`src/rtl/ncs_pkg.sv`:
```
// Shared constants and types for the nearest center search unit.
package ncs_pkg;

  localparam int MAX_CANDIDATES = 4096;
  localparam int COORD_W        = 24;
  localparam int BOUND_W        = 52;
  localparam int INDEX_W        = 12;
  localparam int CNT_W          = $clog2(MAX_CANDIDATES + 1);
  // Magnitude of a coordinate difference fits in COORD_W + 1 bits.
  localparam int MAG_W          = COORD_W + 1;
  localparam int SQ_W           = 2 * MAG_W;
  localparam int DIST_W         = SQ_W + 2;
  localparam int CMP_W          = (DIST_W > BOUND_W) ? DIST_W : BOUND_W;
  localparam int CFG_DATA_W     = BOUND_W;

  typedef enum logic [1:0] {
    CFG_QUERY_X     = 2'd0,
    CFG_QUERY_Y     = 2'd1,
    CFG_QUERY_Z     = 2'd2,
    CFG_START_BOUND = 2'd3
  } cfg_idx_t;

  typedef struct packed {
    logic [COORD_W-1:0] query_x;
    logic [COORD_W-1:0] query_y;
    logic [COORD_W-1:0] query_z;
    logic [BOUND_W-1:0] start_bound_sq;
  } cfg_t;

  typedef struct packed {
    logic            valid;
    logic            last;
    logic [SQ_W-1:0] sq_x;
    logic [SQ_W-1:0] sq_y;
    logic [SQ_W-1:0] sq_z;
  } dist_item_t;

endpackage

```
`src/rtl/ncs_in_if.sv`:
```
// Candidate center channel: valid/ready handshake with coordinate payload.
interface ncs_in_if;
  logic                        valid;
  logic                        ready;
  logic [ncs_pkg::COORD_W-1:0] center_x;
  logic [ncs_pkg::COORD_W-1:0] center_y;
  logic [ncs_pkg::COORD_W-1:0] center_z;
  logic                        last_item;

  modport source (output valid, output center_x, output center_y, output center_z,
                  output last_item, input ready);
  modport sink   (input valid, input center_x, input center_y, input center_z,
                  input last_item, output ready);
endinterface

```
`src/rtl/ncs_out_if.sv`:
```
// Search result channel: valid/ready handshake with found, index and overflow.
interface ncs_out_if;
  logic                        valid;
  logic                        ready;
  logic                        found;
  logic [ncs_pkg::INDEX_W-1:0] best_index;
  logic                        overflow;

  modport source (output valid, output found, output best_index, output overflow,
                  input ready);
  modport sink   (input valid, input found, input best_index, input overflow,
                  output ready);
endinterface

```
`src/rtl/ncs_cfg_regs.sv`:
```
// Configuration registers: query point and starting squared bound.
module ncs_cfg_regs (
  input  logic                         clk,
  input  logic                         rst_n,
  input  logic                         cfg_we,
  input  ncs_pkg::cfg_idx_t            cfg_index,
  input  logic [ncs_pkg::CFG_DATA_W-1:0] cfg_wdata,
  output ncs_pkg::cfg_t                cfg
);
  import ncs_pkg::*;

  cfg_t cfg_r, cfg_nxt;

  always_comb begin
    cfg_nxt = cfg_r;
    if (cfg_we) begin
      unique case (cfg_index)
        CFG_QUERY_X:     cfg_nxt.query_x        = cfg_wdata[COORD_W-1:0];
        CFG_QUERY_Y:     cfg_nxt.query_y        = cfg_wdata[COORD_W-1:0];
        CFG_QUERY_Z:     cfg_nxt.query_z        = cfg_wdata[COORD_W-1:0];
        CFG_START_BOUND: cfg_nxt.start_bound_sq = cfg_wdata[BOUND_W-1:0];
      endcase
    end
  end

  always_ff @(posedge clk) begin
    if (!rst_n) begin
      cfg_r <= '0;
    end else begin
      cfg_r <= cfg_nxt;
    end
  end

  assign cfg = cfg_r;
endmodule

```
`src/rtl/ncs_dist_pipe.sv`:
```
// Input register and per-axis squared difference stage.
module ncs_dist_pipe (
  input  logic                clk,
  input  logic                rst_n,
  ncs_in_if.sink              in_ch,
  input  ncs_pkg::cfg_t       cfg,
  input  logic                take,
  output ncs_pkg::dist_item_t item
);
  import ncs_pkg::*;

  logic               a_valid_r, a_valid_nxt;
  logic               a_last_r;
  logic [COORD_W-1:0] a_x_r, a_y_r, a_z_r;
  dist_item_t         b_r, b_nxt;
  logic               b_load;
  logic               a_load;
  logic [MAG_W-1:0]   mag_x, mag_y, mag_z;

  function automatic logic [MAG_W-1:0] abs_diff(input logic [COORD_W-1:0] c,
                                                input logic [COORD_W-1:0] q);
    logic [MAG_W-1:0] d;
    d = {c[COORD_W-1], c} - {q[COORD_W-1], q};
    return d[MAG_W-1] ? MAG_W'(-d) : d;
  endfunction

  // The square stage frees up when empty or when the tracker takes its word.
  assign b_load = !b_r.valid || take;
  assign a_load = !a_valid_r || b_load;
  assign in_ch.ready = a_load;

  assign mag_x = abs_diff(a_x_r, cfg.query_x);
  assign mag_y = abs_diff(a_y_r, cfg.query_y);
  assign mag_z = abs_diff(a_z_r, cfg.query_z);

  always_comb begin
    a_valid_nxt = a_valid_r;
    if (a_load) begin
      a_valid_nxt = in_ch.valid;
    end
    b_nxt = b_r;
    if (b_load) begin
      b_nxt.valid = a_valid_r;
      b_nxt.last  = a_last_r;
      b_nxt.sq_x  = SQ_W'(mag_x) * SQ_W'(mag_x);
      b_nxt.sq_y  = SQ_W'(mag_y) * SQ_W'(mag_y);
      b_nxt.sq_z  = SQ_W'(mag_z) * SQ_W'(mag_z);
    end
  end

  always_ff @(posedge clk) begin
    if (!rst_n) begin
      a_valid_r <= 1'b0;
      b_r       <= '0;
    end else begin
      a_valid_r <= a_valid_nxt;
      b_r       <= b_nxt;
    end
  end

  always_ff @(posedge clk) begin
    if (a_load) begin
      a_x_r    <= in_ch.center_x;
      a_y_r    <= in_ch.center_y;
      a_z_r    <= in_ch.center_z;
      a_last_r <= in_ch.last_item;
    end
  end

  assign item = b_r;
endmodule

```
`src/rtl/ncs_min_track.sv`:
```
// Distance sum, running minimum compare, search state and result register.
module ncs_min_track (
  input  logic                clk,
  input  logic                rst_n,
  input  ncs_pkg::dist_item_t item,
  input  ncs_pkg::cfg_t       cfg,
  output logic                take,
  ncs_out_if.source           out_ch
);
  import ncs_pkg::*;

  logic [BOUND_W-1:0] min_r, min_nxt;
  logic [INDEX_W-1:0] best_r, best_nxt;
  logic               have_r, have_nxt;
  logic [CNT_W-1:0]   count_r, count_nxt;
  logic               ovf_r, ovf_nxt;
  logic               out_valid_r, out_valid_nxt;
  logic               out_found_r, out_found_nxt;
  logic [INDEX_W-1:0] out_index_r, out_index_nxt;
  logic               out_ovf_r, out_ovf_nxt;
  logic [DIST_W-1:0]  dist_sum;
  logic [BOUND_W-1:0] min_eff;
  logic               closer;

  // A non-final word never needs the result register, so it passes a stall.
  assign take = item.valid && (!item.last || !out_valid_r || out_ch.ready);

  assign dist_sum = DIST_W'(item.sq_x) + DIST_W'(item.sq_y) + DIST_W'(item.sq_z);
  assign min_eff  = (count_r == '0) ? cfg.start_bound_sq : min_r;
  assign closer   = CMP_W'(dist_sum) < CMP_W'(min_eff);

  always_comb begin
    min_nxt       = min_r;
    best_nxt      = best_r;
    have_nxt      = have_r;
    count_nxt     = count_r;
    ovf_nxt       = ovf_r;
    out_found_nxt = out_found_r;
    out_index_nxt = out_index_r;
    out_ovf_nxt   = out_ovf_r;
    out_valid_nxt = out_valid_r && !out_ch.ready;
    if (take) begin
      min_nxt = min_eff;
      if (count_r < CNT_W'(MAX_CANDIDATES)) begin
        if (closer) begin
          min_nxt  = BOUND_W'(dist_sum);
          best_nxt = INDEX_W'(count_r);
          have_nxt = 1'b1;
        end
        count_nxt = count_r + CNT_W'(1);
      end else begin
        ovf_nxt = 1'b1;
      end
      if (item.last) begin
        out_valid_nxt = 1'b1;
        out_found_nxt = have_nxt;
        out_index_nxt = have_nxt ? best_nxt : '0;
        out_ovf_nxt   = ovf_nxt;
        best_nxt      = '0;
        have_nxt      = 1'b0;
        count_nxt     = '0;
        ovf_nxt       = 1'b0;
      end
    end
  end

  always_ff @(posedge clk) begin
    if (!rst_n) begin
      have_r      <= 1'b0;
      best_r      <= '0;
      count_r     <= '0;
      ovf_r       <= 1'b0;
      out_valid_r <= 1'b0;
    end else begin
      have_r      <= have_nxt;
      best_r      <= best_nxt;
      count_r     <= count_nxt;
      ovf_r       <= ovf_nxt;
      out_valid_r <= out_valid_nxt;
    end
  end

  always_ff @(posedge clk) begin
    min_r       <= min_nxt;
    out_found_r <= out_found_nxt;
    out_index_r <= out_index_nxt;
    out_ovf_r   <= out_ovf_nxt;
  end

  assign out_ch.valid      = out_valid_r;
  assign out_ch.found      = out_found_r;
  assign out_ch.best_index = out_index_r;
  assign out_ch.overflow   = out_ovf_r;
endmodule

```
`src/rtl/nearest_center_search_unit.sv`:
```
// Top level of the nearest center search unit.
//
// Candidate centers (signed Q12.12 x, y, z) arrive on in_ch as words with a
// valid/ready handshake; last_item marks the final candidate of a search.
// The query point and the starting squared bound are set through the write
// port cfg_we/cfg_index/cfg_wdata; the user must write them only while no
// search is in flight, not enforced by the block. Each word is registered,
// its three per-axis squared differences are formed and registered, then
// the sum is compared against the running minimum. A strictly smaller
// distance takes the candidate's position as best. One word is accepted per
// cycle while in_ch.ready is high, as the running minimum compare loop is
// combinational. The final word of a search yields one registered result
// word on out_ch (found, best_index, overflow); other words give no result.
// The search state then restarts for the next stream. When the receiver
// stalls, non-final words keep flowing; only a final word waits behind a
// pending result, and in_ch.ready drops once the stages fill. Reset clears
// the configuration registers, the search state and all stage valid flags.
module nearest_center_search_unit (
  input  logic                           clk,
  input  logic                           rst_n,
  ncs_in_if.sink                         in_ch,
  ncs_out_if.source                      out_ch,
  input  logic                           cfg_we,
  input  ncs_pkg::cfg_idx_t              cfg_index,
  input  logic [ncs_pkg::CFG_DATA_W-1:0] cfg_wdata
);
  import ncs_pkg::*;

  cfg_t       cfg;
  dist_item_t item;
  logic       take;

  ncs_cfg_regs u_cfg (
    .clk       (clk),
    .rst_n     (rst_n),
    .cfg_we    (cfg_we),
    .cfg_index (cfg_index),
    .cfg_wdata (cfg_wdata),
    .cfg       (cfg)
  );

  ncs_dist_pipe u_dist (
    .clk   (clk),
    .rst_n (rst_n),
    .in_ch (in_ch),
    .cfg   (cfg),
    .take  (take),
    .item  (item)
  );

  ncs_min_track u_track (
    .clk    (clk),
    .rst_n  (rst_n),
    .item   (item),
    .cfg    (cfg),
    .take   (take),
    .out_ch (out_ch)
  );
endmodule
```
`src/flat_wrapper.sv`:
```
// flat-port wrapper written by rule: the top's interface ports become plain ports
module nearest_center_search_unit_flat import ncs_pkg::*;
  (clk, rst_n, cfg_we, cfg_index, cfg_wdata, in_ch_valid, in_ch_center_x, in_ch_center_y, in_ch_center_z, in_ch_last_item, in_ch_ready, out_ch_valid, out_ch_found, out_ch_best_index, out_ch_overflow, out_ch_ready);
  ncs_in_if in_ch_i ();
  ncs_out_if out_ch_i ();
  input  logic clk;
  input  logic rst_n;
  input  logic cfg_we;
  input  ncs_pkg::cfg_idx_t cfg_index;
  input  logic [ncs_pkg::CFG_DATA_W-1:0] cfg_wdata;
  input wire logic [$bits(in_ch_i.valid)-1:0] in_ch_valid;
  input wire logic [$bits(in_ch_i.center_x)-1:0] in_ch_center_x;
  input wire logic [$bits(in_ch_i.center_y)-1:0] in_ch_center_y;
  input wire logic [$bits(in_ch_i.center_z)-1:0] in_ch_center_z;
  input wire logic [$bits(in_ch_i.last_item)-1:0] in_ch_last_item;
  output wire logic [$bits(in_ch_i.ready)-1:0] in_ch_ready;
  output wire logic [$bits(out_ch_i.valid)-1:0] out_ch_valid;
  output wire logic [$bits(out_ch_i.found)-1:0] out_ch_found;
  output wire logic [$bits(out_ch_i.best_index)-1:0] out_ch_best_index;
  output wire logic [$bits(out_ch_i.overflow)-1:0] out_ch_overflow;
  input wire logic [$bits(out_ch_i.ready)-1:0] out_ch_ready;
  assign in_ch_i.valid = in_ch_valid;
  assign in_ch_i.center_x = in_ch_center_x;
  assign in_ch_i.center_y = in_ch_center_y;
  assign in_ch_i.center_z = in_ch_center_z;
  assign in_ch_i.last_item = in_ch_last_item;
  assign in_ch_ready = in_ch_i.ready;
  assign out_ch_valid = out_ch_i.valid;
  assign out_ch_found = out_ch_i.found;
  assign out_ch_best_index = out_ch_i.best_index;
  assign out_ch_overflow = out_ch_i.overflow;
  assign out_ch_i.ready = out_ch_ready;
  nearest_center_search_unit u_core (.clk(clk), .rst_n(rst_n), .in_ch(in_ch_i), .out_ch(out_ch_i), .cfg_we(cfg_we), .cfg_index(cfg_index), .cfg_wdata(cfg_wdata));
endmodule
```
`config.mk`:
```
export PLATFORM = sky130hd
export DESIGN_NAME = nearest_center_search_unit_flat
export DESIGN_NICKNAME = d
export VERILOG_FILES = /design/src/rtl/ncs_pkg.sv /design/src/rtl/ncs_in_if.sv /design/src/rtl/ncs_out_if.sv /design/src/rtl/ncs_cfg_regs.sv /design/src/rtl/ncs_dist_pipe.sv /design/src/rtl/ncs_min_track.sv /design/src/rtl/nearest_center_search_unit.sv /design/src/flat_wrapper.sv
export SDC_FILE = /design/constraint.sdc
export NUM_CORES = 2
export LEC_CHECK = 0
export BUFFER_PORTS_ARGS = -buffer_cell sky130_fd_sc_hd__buf_2
export CORE_AREA = 2 2 315 395
export CTS_BUF_LIST = sky130_fd_sc_hd__clkbuf_8
export DETAILED_ROUTE_END_ITERATION = 10
export DIE_AREA = 0 0 317 397
export GPL_TIMING_DRIVEN = 0
export PLACE_DENSITY_LB_ADDON = 0.3
export SYNTH_ARGS = -nofsm -noshare
export SYNTH_HDL_FRONTEND = slang
export SYNTH_SLANG_ARGS = --single-unit
```
`constraint.sdc`:
```
create_clock -name clk -period 16.35 [get_ports clk]
set_input_delay 1.635 -clock clk [delete_from_list [all_inputs] [get_ports clk]]
set_output_delay 1.635 -clock clk [all_outputs]
set_load 0.005 [all_outputs]
```
==> qor.txt <==
YS warnings - 0
gr usage total - 0.4209
synthesized instance count - 8814
initial drt markers - 5011
largest cells by area after synthesis - fa_1, ha_1, inv_1
failing checks - capacitance limit, slew limit
synthesized area - 79060 um2
# clock sinks - 441
Placer Congestion - 1.072
area leader, netlist - fa_1
Final Max Slew Viols - 11
crit-path max FO - 10
Core Rows - 144
pin count of the biggest net entering global routing - 65
# placed instances - 10.63k
status - finished with violations
final antenna-violating net count - 0
Synth cell types - 95
DRT Pass-1 Iters - 6
Syn-to-layout area delta - 6.026%
post-synthesis area per instance - 8.970 um2
CP Capture Type - flop
Setup Fix Bufs, Post-CTS - 0
Worst slew margin - -0.04033
fraction of layout cells with a size suffix above 1 - 0.04138
unrepaired setup endpoints after global routing - no
Bufs on Longest Clock Path - 3
TritonCTS Buffers - 76
Die Wd - 317 um
CTS Hold Bufs - 0
CP most frequent cell - fa_1
die area - 125800 um2
EDFF count, synth - 139
Tmin final - 13.77 ns
vias - 63.94k
Final Hold Fails - 0
post-cts sizing count - 0
Final #Nets - 11.40k
root buf cell - clkbuf_8
Starting Density - 0.6463
Startpoint Class - flop
max cap viols - 1
Clock Pin Slew Worst Setup and Hold Paths - 0.07 ns
Die Span Y - 397 um
Yosys reg bits - 441
# port buffers - 146
Worst EP arrival - 14.46 ns
HPWL Detailed - 217600 um
Synth top area share - 0.3689
FFs w/ async S/R, synth - 0
clk_lat worst skew - 0.83 ns
Most used DFF post-synth - dfxtp_1
Finished Layout Cells - 10.77k
slowest CP cell - xor2_1
I/O pin cnt - 148
Hold Crit Class - reg2reg
detail-routed via count per cell - 5.935
total gr overflow - 0
Achievable Freq - 0.07261 GHz
clk_skew - 0.08402 ns
WL/cell - 24.03 um
register area share after synthesis - 0.1293
Core ar. - 122300 um2
drt drc - 0
measured slew at the worst slew-check pin - 1.560 ns
Crit path largest cell delay - 1.02 ns
vias in the first global route - 68.35k
DRT Wirelength - 258900 um
H-tree Lvls - 3
setup_tns - 0 ns
critical path type - reg2reg
initial antenna violation count - 17
final worst path period share - 0.8424
Final Setup Violations - 0
CTS tree - done
Worst EP required - 17.04 ns
first-pass GRT wire length - 392100 um
==> worst paths after layout <==
path                               start  slack [ns]  cells past startpoint                      end
setup / recovery  u_core.u_dist.a_x_r[2]        2.58                     32  u_core.u_dist.item[147]
setup reg to reg  u_core.u_dist.a_x_r[2]        2.58                     32  u_core.u_dist.item[147]
hold reg to reg   u_core.u_dist.a_last_r        0.46                      1  u_core.u_dist.item[150]
hold / removal    u_core.u_dist.a_last_r        0.46                      1  u_core.u_dist.item[150]
==> Yosys cell counts, drive strengths merged (114+ instances only) <==
cell / instances
dfxtp: 302
o21ai: 257
a21boi: 160
xnor2: 183
nor2: 673
edfxtp: 139
clkbuf: 280
ha: 715
nand2: 980
fa: 1457
a21o: 147
inv: 1891
xor2: 114
a21oi: 281
==> sequential cells by signal, summed over array words and instances (netlist names) <==
name                              count
u_core.u_dist.a_y_r                  24
u_core.u_dist.a_x_r                  24
u_core.u_cfg.cfg                    124
u_core.u_track.count_r               13
u_core.u_track.have_r                 1
u_core.u_dist.a_last_r                1
u_core.u_track.best_r                12
u_core.u_dist.item                  149
u_core.u_track.min_r                 52
u_core.u_dist.a_z_r                  24
u_core.u_track.out_ch.found           1
u_core.u_track.out_ch.best_index     12
u_core.u_track.out_ch.valid           1
u_core.u_track.out_ch.overflow        1
u_core.u_track.ovf_r                  1
u_core.u_dist.a_valid_r               1
==> critical path, delay by kind of cell (launching register included) <==
family	cells	cell delay, ns
AO/OA/AOI/OAI	12	5.13
adder cells (fa/ha/maj)	9	4.00
buffers and inverters	4	1.65
AND/OR/NAND/NOR	6	1.42
XOR/XNOR	1	1.02
flip-flops	1	0.38
==> cells in the final DEF, fill, tap and decap left out, types with 13 or more instances in the layout <==
master / n
nor4_1: 27
nand2_1: 979
edfxtp_1: 139
o31ai_1: 32
nand3_1: 86
and3_1: 43
dfxtp_1: 302
o21a_1: 82
o211a_1: 34
or2_2: 37
a21boi_0: 160
clkbuf_1: 280
or3_1: 39
a21o_1: 147
and2_1: 96
ha_1: 715
a211oi_1: 21
a31oi_1: 36
o21bai_1: 47
nand2b_1: 88
o31a_1: 13
inv_1: 1902
nor3_1: 83
nor2_1: 673
clkbuf_8: 85
a211o_1: 14
xnor2_1: 175
nor2b_1: 59
o21ai_0: 245
nand4_1: 56
fa_1: 1457
conb_1: 57
buf_2: 165
xor2_1: 110
a21oi_1: 280
buf_1: 19
mux2i_1: 66
o211ai_1: 22
and4_1: 19
==> stage by stage <==
stage	util	setup WS (ns)	area [um2]	hold WS (ns)
5_1_grt	0.6851	2.145	83810	0.4813
2_1_floorplan	-	6.411	79270	0.4250
3_5_place_dp	0.6718	3.085	82180	0.4530
3_3_place_gp	0.6704	2.380	82010	0.4428
4_1_cts	0.6850	3.007	83800	0.4650
6_report	0.6852	2.578	83830	0.4624
==> cells by family (layout without fill, tap and decap cells) <==
| logic type | after synthesis | in the layout | share of synthesized area |
|---|---|---|---|
| other | 2 | 64 | 0.00009499 |
| AOI/OAI and AO/OA | 1268 | 1268 | 0.1072 |
| buffers and inverters | 2216 | 2507 | 0.1056 |
| DFF | 441 | 441 | 0.1293 |
| xor gates and xnor gates | 297 | 297 | 0.03337 |
| muxes | 69 | 69 | 0.008783 |
| adders and majority gates | 2172 | 2172 | 0.4821 |
| and+or+nand+nor | 2349 | 2349 | 0.1336 |
==> per-layer routing <==
| metal | track usage | routed length (um) | up-vias |
|---|---|---|---|
| met5 | 0 | 90 | - |
| met1 | 0.4641 | 87730 | 31360 |
| met4 | 0.3541 | 27460 | 14 |
| met2 | 0.6907 | 121500 | 3227 |
| li1 | - | - | 28150 |
| met3 | 0.09383 | 22170 | 1184 |
==> final cells by class <==
class,instances,area (um2)
antenna,7,17.52
buffer,320,1232
clock buffer,85,1170
clock inverter,54,454.2
fill,10080,38510
inverter,1896,7118
multi-input combinational,6212,60770
sequential,441,10220
tap,1606,2009
timing repair buffer,152,838.3
Power is not shown: default switching activity piles up to over one toggle a cycle in this logic, so the estimate is an artifact.
